`config.mk`:
```
export PLATFORM = sky130hd
export DESIGN_NAME = dle_frame_receiver_with_bcc_top
export DESIGN_NICKNAME = d
export VERILOG_FILES = /design/src/hdl/dfr_pkg.sv /design/src/hdl/dfr_regs.sv /design/src/hdl/dfr_mem.sv /design/src/hdl/dfr_ctrl.sv /design/src/hdl/dle_frame_receiver_with_bcc_top.sv
export SDC_FILE = /design/constraint.sdc
export NUM_CORES = 1
export LEC_CHECK = 0
export CAP_MARGIN = 20
export CORE_AREA = 2 2 393 395
export CTS_BUF_LIST = sky130_fd_sc_hd__clkbuf_2 sky130_fd_sc_hd__clkbuf_4 sky130_fd_sc_hd__clkbuf_8
export DETAILED_ROUTE_END_ITERATION = 16
export DIE_AREA = 0 0 395 397
export DONT_BUFFER_PORTS = 1
export PLACE_DENSITY_LB_ADDON = 0.25
export RECOVER_POWER = 50
export SLEW_MARGIN = 20
export SYNTH_ARGS = -nofsm -noshare
export SYNTH_HDL_FRONTEND = slang
export SYNTH_HIERARCHICAL = 1
export SYNTH_SLANG_ARGS = --single-unit
```
`constraint.sdc`:
```
create_clock -name clk_i -period 7 [get_ports clk_i]
set_input_delay 0.35 -clock clk_i [delete_from_list [all_inputs] [get_ports clk_i]]
set_output_delay 0.35 -clock clk_i [all_outputs]
set_load 0.02 [all_outputs]
```
`src/hdl/dfr_pkg.sv`:
```
package dfr_pkg;

  // buffer geometry
  localparam int unsigned BUFFER_DEPTH = 128;
  localparam int unsigned ADDR_W = (BUFFER_DEPTH > 2) ? $clog2(BUFFER_DEPTH) : 1;
  // the fill count never reaches the depth, so the address width holds it
  localparam int unsigned CNT_W = ADDR_W;
  localparam int unsigned IDX_W = 7;
  localparam int unsigned CMP_W = (CNT_W > IDX_W) ? CNT_W : IDX_W;

  // register reset values
  localparam logic [7:0] START_RESET  = 8'h01;
  localparam logic [7:0] END_RESET    = 8'h04;
  localparam logic [7:0] ESCAPE_RESET = 8'h10;

  // register index within the config block
  typedef enum logic [1:0] {
    REG_START  = 2'd0,
    REG_END    = 2'd1,
    REG_ESCAPE = 2'd2
  } reg_idx_e;

  // beat action codes
  typedef enum logic [1:0] {
    ACT_RX      = 2'd0,
    ACT_READ    = 2'd1,
    ACT_RELEASE = 2'd2
  } action_e;

  typedef struct packed {
    logic [1:0] action;
    logic [7:0] rx_byte;
    logic [6:0] read_index;
  } in_item_t;

  typedef struct packed {
    logic [1:0] link_state;
    logic [6:0] stored_count;
    logic       check_ok;
    logic [7:0] computed_check;
    logic [7:0] read_data;
    logic       overflow;
  } out_item_t;

  // framing characters
  typedef struct packed {
    logic [7:0] start_byte;
    logic [7:0] end_byte;
    logic [7:0] escape_byte;
  } cfg_t;

  // frame store access
  typedef struct packed {
    logic              we;
    logic [ADDR_W-1:0] waddr;
    logic [7:0]        wdata;
    logic              re;
    logic [ADDR_W-1:0] raddr;
  } mem_req_t;

endpackage

```
`src/hdl/dfr_regs.sv`:
```
module dfr_regs (
  input  logic                clk_i,
  input  logic                rst_ni,
  input  logic                psel,
  input  logic                penable,
  input  logic                pwrite,
  input  logic [3:0]          paddr,
  input  logic [31:0]         pwdata,
  output logic [31:0]         prdata,
  output logic                pready,
  output dfr_pkg::cfg_t       cfg_o
);

  dfr_pkg::cfg_t cfg_q;
  logic          wr_en;
  logic [1:0]    idx;

  assign pready = 1'b1;
  assign idx    = paddr[3:2];
  assign wr_en  = psel && penable && pwrite;
  assign cfg_o  = cfg_q;

  // register writes
  always_ff @(posedge clk_i or negedge rst_ni) begin
    if (!rst_ni) begin
      cfg_q.start_byte  <= dfr_pkg::START_RESET;
      cfg_q.end_byte    <= dfr_pkg::END_RESET;
      cfg_q.escape_byte <= dfr_pkg::ESCAPE_RESET;
    end else if (wr_en) begin
      case (dfr_pkg::reg_idx_e'(idx))
        dfr_pkg::REG_START:  cfg_q.start_byte  <= pwdata[7:0];
        dfr_pkg::REG_END:    cfg_q.end_byte    <= pwdata[7:0];
        dfr_pkg::REG_ESCAPE: cfg_q.escape_byte <= pwdata[7:0];
        default: ;
      endcase
    end
  end

  // register reads
  always_comb begin
    prdata = '0;
    case (dfr_pkg::reg_idx_e'(idx))
      dfr_pkg::REG_START:  prdata = {24'd0, cfg_q.start_byte};
      dfr_pkg::REG_END:    prdata = {24'd0, cfg_q.end_byte};
      dfr_pkg::REG_ESCAPE: prdata = {24'd0, cfg_q.escape_byte};
      default:             prdata = '0;
    endcase
  end

endmodule

```
`src/hdl/dfr_mem.sv`:
```
module dfr_mem (
  input  logic              clk_i,
  input  dfr_pkg::mem_req_t req_i,
  output logic [7:0]        rdata_o
);

  logic [7:0] store_q [dfr_pkg::BUFFER_DEPTH];
  logic [7:0] rdata_q;

  assign rdata_o = rdata_q;

  // single write port, registered read port
  always_ff @(posedge clk_i) begin
    if (req_i.we) begin
      store_q[req_i.waddr] <= req_i.wdata;
    end
    if (req_i.re) begin
      rdata_q <= store_q[req_i.raddr];
    end
  end

endmodule

```
`src/hdl/dfr_ctrl.sv`:
```
module dfr_ctrl (
  input  logic                 clk_i,
  input  logic                 rst_ni,
  input  dfr_pkg::cfg_t        cfg_i,
  input  logic                 in_valid_i,
  output logic                 in_ready_o,
  input  dfr_pkg::in_item_t    in_data_i,
  output logic                 out_valid_o,
  input  logic                 out_ready_i,
  output dfr_pkg::out_item_t   out_data_o,
  output dfr_pkg::mem_req_t    mem_req_o,
  input  logic [7:0]           mem_rdata_i
);

  typedef enum logic [1:0] {
    MODE_IDLE    = 2'd0,
    MODE_COLLECT = 2'd1,
    MODE_ESCAPE  = 2'd2,
    MODE_READY   = 2'd3
  } mode_e;

  localparam int unsigned CNT_W  = dfr_pkg::CNT_W;
  localparam int unsigned CMP_W  = dfr_pkg::CMP_W;
  localparam int unsigned IDX_W  = dfr_pkg::IDX_W;
  localparam int unsigned ADDR_W = dfr_pkg::ADDR_W;

  mode_e               mode_q, mode_d;
  logic [CNT_W-1:0]    count_q, count_d;
  logic [7:0]          run_q, run_d;
  logic [7:0]          cbl_q, cbl_d;
  logic [7:0]          last_q, last_d;

  logic                s1_valid_q;
  logic                s1_hit_q;
  dfr_pkg::out_item_t  s1_item_q, s1_item_d;
  logic                out_valid_q;
  dfr_pkg::out_item_t  out_item_q, s1_full;

  logic                in_acc, s1_adv, do_store, rd_hit, ovf, special;
  logic [CNT_W:0]      count_inc;
  logic [CMP_W-1:0]    ridx_ext, cnt_ext, cnt_out_ext;
  logic [7:0]          b;

  // pipeline handshake: a result may wait at the output while a new beat enters
  assign s1_adv      = s1_valid_q && (!out_valid_q || out_ready_i);
  assign in_ready_o  = !s1_valid_q || s1_adv;
  assign in_acc      = in_valid_i && in_ready_o;
  assign out_valid_o = out_valid_q;
  assign out_data_o  = out_item_q;

  assign b         = in_data_i.rx_byte;
  assign special   = (b == cfg_i.start_byte) || (b == cfg_i.end_byte) ||
                     (b == cfg_i.escape_byte);
  assign count_inc = {1'b0, count_q} + (CNT_W+1)'(1);
  assign ridx_ext  = CMP_W'(in_data_i.read_index);
  assign cnt_ext   = CMP_W'(count_q);

  // framing state update and store access
  always_comb begin
    mode_d    = mode_q;
    count_d   = count_q;
    run_d     = run_q;
    cbl_d     = cbl_q;
    last_d    = last_q;
    do_store  = 1'b0;
    rd_hit    = 1'b0;
    ovf       = 1'b0;
    mem_req_o = '0;
    if (in_acc) begin
      case (dfr_pkg::action_e'(in_data_i.action))
        dfr_pkg::ACT_RX: begin
          case (mode_q)
            MODE_IDLE: begin
              if (b == cfg_i.start_byte) mode_d = MODE_COLLECT;
            end
            MODE_COLLECT: begin
              if (b == cfg_i.escape_byte) begin
                mode_d = MODE_ESCAPE;
              end else if (b == cfg_i.end_byte) begin
                mode_d = MODE_READY;
              end else if (b == cfg_i.start_byte) begin
                count_d = '0;
                run_d   = '0;
                cbl_d   = '0;
                last_d  = '0;
              end else begin
                do_store = 1'b1;
              end
            end
            MODE_ESCAPE: begin
              mode_d   = MODE_COLLECT;
              do_store = 1'b1;
            end
            default: ;
          endcase
        end
        dfr_pkg::ACT_READ: begin
          mem_req_o.re    = 1'b1;
          mem_req_o.raddr = ridx_ext[ADDR_W-1:0];
          rd_hit          = ridx_ext < cnt_ext;
        end
        dfr_pkg::ACT_RELEASE: begin
          mode_d  = MODE_IDLE;
          count_d = '0;
          run_d   = '0;
          cbl_d   = '0;
          last_d  = '0;
        end
        default: ;
      endcase
    end
    // store one byte, drop the frame when the buffer fills
    if (do_store) begin
      mem_req_o.we    = 1'b1;
      mem_req_o.waddr = count_q[ADDR_W-1:0];
      mem_req_o.wdata = b;
      cbl_d           = run_q;
      last_d          = b;
      run_d           = run_q ^ b ^ (special ? cfg_i.escape_byte : 8'd0);
      count_d         = count_inc[CNT_W-1:0];
      if (count_inc == (CNT_W+1)'(dfr_pkg::BUFFER_DEPTH)) begin
        ovf     = 1'b1;
        mode_d  = MODE_IDLE;
        count_d = '0;
        run_d   = '0;
        cbl_d   = '0;
        last_d  = '0;
      end
    end
  end

  // result fields as seen after the beat
  assign cnt_out_ext = CMP_W'(count_d);
  always_comb begin
    s1_item_d                = '0;
    s1_item_d.link_state     = mode_d;
    s1_item_d.stored_count   = cnt_out_ext[IDX_W-1:0];
    s1_item_d.check_ok       = (mode_d == MODE_READY) && (count_d != '0) &&
                               (cbl_d == last_d);
    s1_item_d.computed_check = cbl_d;
    s1_item_d.overflow       = ovf;
  end

  // read data joins the result once the memory returns it
  always_comb begin
    s1_full           = s1_item_q;
    s1_full.read_data = s1_hit_q ? mem_rdata_i : 8'd0;
  end

  // state and pipeline registers
  always_ff @(posedge clk_i or negedge rst_ni) begin
    if (!rst_ni) begin
      mode_q      <= MODE_IDLE;
      count_q     <= '0;
      run_q       <= '0;
      cbl_q       <= '0;
      last_q      <= '0;
      s1_valid_q  <= 1'b0;
      s1_hit_q    <= 1'b0;
      s1_item_q   <= '0;
      out_valid_q <= 1'b0;
      out_item_q  <= '0;
    end else begin
      mode_q  <= mode_d;
      count_q <= count_d;
      run_q   <= run_d;
      cbl_q   <= cbl_d;
      last_q  <= last_d;
      if (in_acc) begin
        s1_valid_q <= 1'b1;
        s1_hit_q   <= rd_hit;
        s1_item_q  <= s1_item_d;
      end else if (s1_adv) begin
        s1_valid_q <= 1'b0;
      end
      if (s1_adv) begin
        out_valid_q <= 1'b1;
        out_item_q  <= s1_full;
      end else if (out_ready_i) begin
        out_valid_q <= 1'b0;
      end
    end
  end

endmodule

```
`src/hdl/dle_frame_receiver_with_bcc_top.sv`:
```
// channel   | direction | handshake            | beat
// ----------+-----------+----------------------+--------------------------
// in        | in        | in_valid_i/in_ready_o | dfr_pkg::in_item_t
// out       | out       | out_valid_o/out_ready_i | dfr_pkg::out_item_t
// apb       | in        | psel/penable/pready  | start, end, escape bytes
//
// one beat per cycle while the output is not stalled; a result leaves through
// the frame store read port, then the output register
// reset is asynchronous, active low; the frame store itself is not cleared
// a stalled output holds one result while one more beat is taken in
// config writes are taken in every cycle, pready is tied high
module dle_frame_receiver_with_bcc_top (
  input  logic                clk_i,
  input  logic                rst_ni,
  input  logic                in_valid_i,
  output logic                in_ready_o,
  input  dfr_pkg::in_item_t   in_data_i,
  output logic                out_valid_o,
  input  logic                out_ready_i,
  output dfr_pkg::out_item_t  out_data_o,
  input  logic                psel,
  input  logic                penable,
  input  logic                pwrite,
  input  logic [3:0]          paddr,
  input  logic [31:0]         pwdata,
  output logic [31:0]         prdata,
  output logic                pready
);

  dfr_pkg::cfg_t     cfg;
  dfr_pkg::mem_req_t mem_req;
  logic [7:0]        mem_rdata;

  dfr_regs u_regs (
    .clk_i   (clk_i),
    .rst_ni  (rst_ni),
    .psel    (psel),
    .penable (penable),
    .pwrite  (pwrite),
    .paddr   (paddr),
    .pwdata  (pwdata),
    .prdata  (prdata),
    .pready  (pready),
    .cfg_o   (cfg)
  );

  dfr_mem u_mem (
    .clk_i   (clk_i),
    .req_i   (mem_req),
    .rdata_o (mem_rdata)
  );

  dfr_ctrl u_ctrl (
    .clk_i       (clk_i),
    .rst_ni      (rst_ni),
    .cfg_i       (cfg),
    .in_valid_i  (in_valid_i),
    .in_ready_o  (in_ready_o),
    .in_data_i   (in_data_i),
    .out_valid_o (out_valid_o),
    .out_ready_i (out_ready_i),
    .out_data_o  (out_data_o),
    .mem_req_o   (mem_req),
    .mem_rdata_i (mem_rdata)
  );

endmodule

```
# Yosys cells after proc, flatten, opt, wreduce, memory -nomap -nowiden

Memory sizes are Yosys's and may differ from the RTL's. A register that Yosys moved wholly into a read port is not among the register bits.
Cells that the tools add are included.

Register bits: 106
RAM bits: 1,024
Input port bits: 60
Output and inout bits: 62
Logic and storage cells: 128
Memories: 1

Memory list:

| name          | words | bits a word | rd ports | clocked after memory_dff | wr ports | RTL line     | text |
|---|---|---|---|---|---|---|---|
| u_mem.store_q | 128   | 8           | 1        | 1                        | 1        | dfr_mem.sv:7 | `logic [7:0] store_q [dfr_pkg::BUFFER_DEPTH];` |

Add/subtract/negate cells: 1
$lt $le $gt $ge: 1
Eq/ne operators: 16
Mux-type cells: 61
Bitwise gates (word level): 2
Reduce and logical (&&, ||, !) cells: 24

Operators by type and width:

| cell                                                  | number |
|---|---|
| two-way mux 8 bit                                     | 25 |
| two-way mux 7 bit                                     | 7 |
| case mux 8 bit (2 select lines)                       | 3 |
| equality test 8 bit                                   | 4 |
| case mux 8 bit (3 select lines)                       | 1 |
| two-way mux 16 bit                                    | 1 |
| bitwise XOR 8 bit                                     | 2 |
| two-way mux 1 bit                                     | 14 |
| case mux 7 bit (2 select lines)                       | 1 |
| two-way mux 2 bit                                     | 6 |
| adder 7 x 1 -> 8 bit, second input constant           | 1 |
| equality test 2 bit, second input constant            | 4 |
| equality test 8 bit, second input constant            | 1 |
| < comparator 7 bit                                    | 1 |
| nonzero test 7 bit                                    | 1 |
| equality test 2 x 1 -> 1 bit, second input constant   | 3 |
| logical AND 1 bit                                     | 6 |
| logical NOT 2 bit                                     | 3 |
| inequality test 3 x 1 -> 1 bit, second input constant | 2 |
| inequality test 3 x 2 -> 1 bit, second input constant | 2 |
| case mux 2 bit (3 select lines)                       | 1 |
| AND reduction 2 bit                                   | 3 |
| AND reduction 6 bit                                   | 1 |
| nonzero test 2 bit                                    | 3 |
| other kinds (5)                                       | 9 |

# Longest topological paths before layout

Gate-level depths: netlist (run 1).

Depth in word-level cells: 11
Mapped depth: 16
Gate-level depth less buffers: 10

# By module

Netlist (run 1), hierarchy kept.

By module, submodules not included:

| module   | times used | cells each | area each (um^2) | seq. area each (um^2) |
|---|---|---|---|---|
| dfr_mem  | 1          | 1,635      | 39,745.6         | 30,989.7 |
| dfr_ctrl | 1          | 426        | 4,508.1          | 2,052.0 |
| dfr_regs | 1          | 108        | 1,337.5          | 604.3 |

# Worst setup path before layout (run 1)

Ideal clock, no wire load.

Kind: register to register
Start: register u_ctrl.out_valid_q, in the netlist u_ctrl/out_valid_o
End: memory u_mem.store_q[0][2], data pin
Library setup time: 0.795 ns
Arrival: 4.974 ns
Data required time: 6.205 ns
Slack: 1.231 ns
Cell stages (with the launch flop): 8
Buffers on the path: 2
Clock period less this slack: 5.769 ns
Cells stage by stage: dfrtp_1 > nand3b_1 > nand2_1 > or4b_1 > or2_1 > buf_6 > buf_2 > nor2_1

RTL lines:

| item                     | RTL line        | text |
|---|---|---|
| start: declaration       | dfr_ctrl.sv:36  | `logic out_valid_q;` |
| start signal: assignment | dfr_ctrl.sv:161 | `out_valid_q <= 1'b0;` |
| start signal: assignment | dfr_ctrl.sv:177 | `out_valid_q <= 1'b1;` |
| start signal: assignment | dfr_ctrl.sv:180 | `out_valid_q <= 1'b0;` |
| end: declaration         | dfr_mem.sv:7    |  |

==> results.cfg, run 1 <==
[outcome]
status = complete, but fails checks
violations = max-capacitance violations, max-slew violations

[sta]
worst_pin_slew_ns = 2.439
fin_tns_setup_ns = 0
slew_violations = 664
finalHoldViolCount = 0
setup_viol = 0
fin_ws_ns = 1.037
min_period_over_period = 0.8519
rsz0062_at_grt = no
fin_skew_ns = 0.04499
max_freq_ghz = 0.1677
slew-limit-headroom = -0.6257
period_needed_ns = 5.963

[route]
drt-vias-per-instance = 4.841
dr.first_iter.drc_count = 1830
drcViolationCount = 0
post_drt_wl_per_cell_um = 24.46
via_count = 21910
first_pass_iters = 5
wl_um = 110700
ant_nets = 0

[clock_tree]
root_buffer = clkbuf_8
clkTransAtPathRegs_ns = 0.06
cts_made_buffers = 188
cts_tree = done
h-tree-depth = 4
cts.sinks = 1138
clk_latency_ns = 0.88
post_cts_buffers = 0
post_cts_resized = 0
cts.path.max_buffers = 3

[pwr]
switching_share = 0.2223
p_seq_frac = 0.546
power.total_mw = 13.82
intPower_mw = 10.75
ir_drop_uv = 164.3
combPwrFrac = 0.043
p_leak_nw = 17.35
p_switching_mw = 3.072
pwr_density_cell_mw_per_mm2 = 266.3
clock_power_share = 0.411

[place]
gp_congestion = 0.7857
dp_slack_ns = 1.557
post-place-cells = 4146
io_buffers = 0
hpwl_um = 69030
placedInstanceArea_mm2 = 0.04797

[logic_synthesis]
synth_area_mm2 = 0.04559
synthCells = 2169
avgSynthCellArea_um2 = 21.02
synth_area_leader_cell = edfxtp_1
async_reset_ff_frac = 0.09315
synth_top_area_share = 0.6797
synth-seq-cells = 1138
ys_types = 62
seq_area_frac_synth = 0.7380
synth_edf_count = 1032
ys.flop_type = edfxtp_1
synthTopCellsByArea = edfxtp_1 (68%), mux4_2 (17%), dfrtp_1 (5.7%)
yosysWarnings = 6

[final_layout]
area_growth_pct = 13.84
fin_cells = 4526
fin_area_mm2 = 0.05190
final_nets = 2395
layout-drive-gt1-share = 0.3078

[floorplan]
io_pins = 122
start_util = 0.2980
die_area_mm2 = 0.1568
rows = 144
die_y_um = 397
die_x_um = 395
core_area_mm2 = 0.1530

[setup_path]
worst_path_largest_cell_delay_ns = 1.78
worstPathArrival_ns = 6.27
path_cells = nand3b_1 -> nand2_1 -> or4b_1 -> or2_0 -> inv_4 -> and2_4 -> clkbuf_1
critPathBufInv = 2
cp.required_ns = 7.30
critPathMaxFanout = 81
crit_path_start_kind = flip-flop
critPathKind = flip-flop to flip-flop
critPathTopFamily = simple AND/OR/NAND/NOR gates
slowest_stage = clkbuf_1
end_kind = flip-flop

[global_routing]
grt_max_degree = 107
antenna_found_initial = 7
track_usage = 0.1415
grt_overflow = 0
grt_pass1_vias = 23040
grt_pass1_wl_um = 161800

[hold_path]
hp-class = primary input to flip-flop

[flow_run]
drv_cap = 11
-- power groups by stage --
stage	Sequential (mW)	Clock [mW]	Combinational, mW
finish	7.54	5.68	0.594
global route	7.55	6.18	0.643
CTS	7.54	5.88	0.618
detailed placement	7.68	0	0.582
global placement	7.68	0	0.576
floorplan	7.65	0	0.447
-- layout by cell type (no fill, tap or decap), types with 30 or more instances in the layout --
| cell type | netlist | final |
|---|---|---|
| edfxtp_1 | 1032 | 1032 |
| mux4_2 | 336 | 336 |
| clkbuf_8 | 0 | 198 |
| nor2_1 | 135 | 134 |
| dfrtp_1 | 103 | 103 |
| nand2_1 | 69 | 69 |
| mux2_2 | 60 | 60 |
| clkbuf_4 | 0 | 54 |
| clkinv_1 | 0 | 50 |
| buf_4 | 40 | 36 |
| o21ai_0 | 30 | 32 |
| xor2_1 | 31 | 31 |
| dlygate4sd3_1 | 0 | 30 |
-- cells in the mapped netlist, types with 5 or more instances --
master and n:
a21oi_1 19, a22o_1 23, and2_1 16, buf_1 19, buf_2 25, buf_4 40, buf_6 8, clkbuf_1 51
dfrtp_1 103, edfxtp_1 1032, ha_1 11, inv_1 14, mux2_2 60, mux2_4 8, mux2i_1 9, mux4_2 336
nand2_1 69, nand2b_1 19, nand3_1 18, nor2_1 135, nor2b_1 11, nor3_1 10, nor4_1 7, nor4_2 5
o21ai_0 30, or3_1 5, xnor2_1 11, xor2_1 31
-- cell families (layout without fill, tap and decap cells) --
kind of cell,after synthesis,count (layout),synth area share
buf+inv,158,442,0.01836
xor+xnor,42,42,0.008068
flops,1138,1138,0.7380
other cells,2,31,0.0001647
fa+ha+maj,11,11,0.003019
mux,413,413,0.1854
simple gates,313,313,0.03255
compound gates,92,92,0.01444
-- stage by stage --
stage | utilization | hold WS (ns)
after global placement | 0.3136 | 0.05738
after floorplan | - | 0.05441
after detailed placement | 0.3136 | 0.05728
after global routing | 0.3392 | 0.05565
after CTS | 0.3398 | 0.009651
final | 0.3393 | 0.1138
-- per-layer routing --
layer	track usage	share of wire	vias to the layer above
met5	0	0	-
met4	0.04212	0.022	0
met3	0.03272	0.059	174
met2	0.2331	0.49	678
met1	0.1867	0.43	11850
li1	-	-	9211
-- flip-flops by register name (all words and copies together), names as in the netlist, 7 cells and up --
register / count
u_ctrl/cbl_q: 8
u_mem/rdata_o: 8
u_ctrl/last_q: 8
u_ctrl/cnt_ext: 7
u_mem/store_q: 1024
u_ctrl/out_data_o: 27
u_regs/cfg_o: 24
u_ctrl/run_q: 8
u_ctrl/s1_full: 19
-- layout make-up --
cell class                 count  area, µm²
multi-input combinational    896      11160
sequential                  1138      33650
fill                       14270     101100
tap                         2044       2557
inverter                      15      58.81
timing repair buffer          85      789.5
clock inverter                90      541.8
antenna                        6      15.01
clock buffer                 252       3131
-- timing repair --
item	in CTS	in global routing
endpoints found under the hold margin	161	0
hold buffers	31	0
endpoints found under the setup margin	0	0
-- path summary, 6_finish.rpt --
| check | start | to | slack (ns) | depth (start not counted) |
|---|---|---|---|---|
| worst min register to register | u_ctrl/s1_full[25] | u_ctrl/out_data_o[25] | 0.49 | 1 |
| min in group asynchronous | rst_ni | u_ctrl/run_q[6] | 0.13 | 2 |
| worst max register to register | u_ctrl/out_valid_o | u_mem/store_q[87][5] | 1.04 | 7 |
| max in group asynchronous | rst_ni | u_regs/cfg_o[16] | 6.45 | 2 |
| worst min-delay path | in_data_i[5] | u_mem/rdata_o[2] | 0.11 | 2 |
| worst max-delay path | u_ctrl/out_valid_o | u_mem/store_q[87][5] | 1.04 | 7 |
(Power assumes the default switching activity.)
==> run 2: changes to the inputs <==
RECOVER_POWER = 25   (was 50)
==> results.cfg, run 2 (synthesis results as in run 1) <==
[final_layout]
final_common_cell = edfxtp_1
layout-drive-gt1-share = 0.3106
fin_cells = 4522
area_growth_pct = 13.89
final_cell_mix = edfxtp_1 (1032), mux4_2 (336), clkbuf_8 (198), nor2_1 (134), dfrtp_1 (103)
final_util = 0.3394
largest_reg_flops = 1024
final_nets = 2395
top_register = u_mem/store_q

[place]
gp_congestion = 0.7857
io_buffers = 0
hpwl_um = 69030
post-place-cells = 4146

[route]
dr.first_iter.drc_count = 1942
ant_nets = 0
drt-vias-per-instance = 4.826
via_count = 21830
drcViolationCount = 0
wl_um = 110600
post_drt_wl_per_cell_um = 24.46
first_pass_iters = 4

[setup_path]
end_kind = flip-flop
path_common_cell = nand2_1
critPathMaxFanout = 28
worst_path_largest_cell_delay_ns = 0.97
crit_path_start_kind = flip-flop
critPathKind = flip-flop to flip-flop
cp.required_ns = 7.47
critPathBufInv = 2
path_cells = xor2_1 -> nor4_1 -> nand2_1 -> a41oi_1 -> or2_0 -> inv_4 -> and2_1 -> nor2b_1 -> nand2_1 -> buf_4 -> nor2_1
worstPathArrival_ns = 6.41
slowest_stage = or2_0
critPathTopFamily = simple AND/OR/NAND/NOR gates

[outcome]
violations = max-capacitance violations, max-slew violations
status = complete, but fails checks

[sta]
rsz0062_at_grt = no
whs_ns = 0.1201
max_freq_ghz = 0.1683
slew_violations = 372
slew-limit-headroom = -0.3840
fin_skew_ns = 0.04678
min_period_over_period = 0.8490
worst_pin_slew_ns = 2.076
fin_tns_setup_ns = 0
setup_viol = 0
finalHoldViolCount = 0
period_needed_ns = 5.943

[global_routing]
antenna_found_initial = 7
grt_pass1_vias = 23040
grt_pass1_wl_um = 161800
grt_overflow = 0
track_usage = 0.1415
grt_max_degree = 107

[floorplan]
io_pins = 122
start_util = 0.2980
rows = 144
core_area_mm2 = 0.1530
die_area_mm2 = 0.1568
die_x_um = 395
die_y_um = 397

[clock_tree]
cts.sinks = 1138
post_cts_buffers = 0
post_cts_resized = 0
clk_latency_ns = 0.88
root_buffer = clkbuf_8
clkTransAtPathRegs_ns = 0.06
cts_hold_buf = 31
cts_tree = done
h-tree-depth = 4
cts.path.max_buffers = 3
cts_made_buffers = 188

[pwr]
power.total_mw = 13.82
pwr_density_cell_mw_per_mm2 = 266.2
ir_drop_uv = 162.9
p_leak_nw = 17.38

[hold_path]
hp-class = primary input to flip-flop

[flow_run]
drv_cap = 7
==> run 2: layer usage <==
layer | part of all wire | vias up | wire length, µm | GRT usage
met5 | 0 | - | 0 | 0
met4 | 0.022 | 0 | 2379 | 0.04212
met3 | 0.061 | 175 | 6706 | 0.03272
met2 | 0.49 | 718 | 54400 | 0.2331
met1 | 0.43 | 11730 | 47120 | 0.1867
li1 | - | 9202 | - | -
==> run 2: worst paths after layout <==
check	from	to	slack, ns	cells past startpoint
min in group asynchronous	rst_ni	u_ctrl/run_q[6]	0.13	2
min	in_data_i[13]	u_mem/store_q[13][6]	0.12	1
max reg2reg	u_regs/cfg_o[23]	u_mem/store_q[8][4]	1.06	11
max	u_regs/cfg_o[23]	u_mem/store_q[8][4]	1.06	11
max in group asynchronous	rst_ni	u_regs/cfg_o[16]	6.45	2
min reg2reg	u_ctrl/s1_full[25]	u_ctrl/out_data_o[25]	0.49	1
==> run 2: power by group <==
group,leakage (nW),internal [mW],switching (mW)
logic,3.58,0.252,0.343
clock network,1.95,3.06,2.63
registers,11.9,7.44,0.106
total,17.4,10.7,3.08
==> run 2: metrics by stage <==
| step | worst slack (ns) | cell area [µm²] |
|---|---|---|
| 3_3_place_gp | 1.592 | 47970 |
| 6_report | 1.057 | 51920 |
| 3_5_place_dp | 1.557 | 47970 |
| 4_1_cts | 1.547 | 51970 |
| 2_1_floorplan | 1.231 | 45680 |
| 5_1_grt | 0.6267 | 51920 |
==> run 2: cell type report <==
type,instances,area (µm²)
fillers,14270,101000
clock buffers,252,3131
inverters,15,58.81
repair buffers,85,818.3
well taps,2044,2557
clock inverters,90,541.8
multi-input cells,896,11170
diodes,2,5.005
flip-flops and latches,1138,33650
==> run 2: worst register-to-register path: stages, from the launching register on <==
cell and delay [ns]:
dfrtp_1 0.40, xor2_1 0.18, nor4_1 0.55, nand2_1 0.21, a41oi_1 0.38, or2_0 0.97
inv_4 0.40, and2_1 0.56, nor2b_1 0.33, nand2_1 0.40, buf_4 0.37, nor2_1 0.80
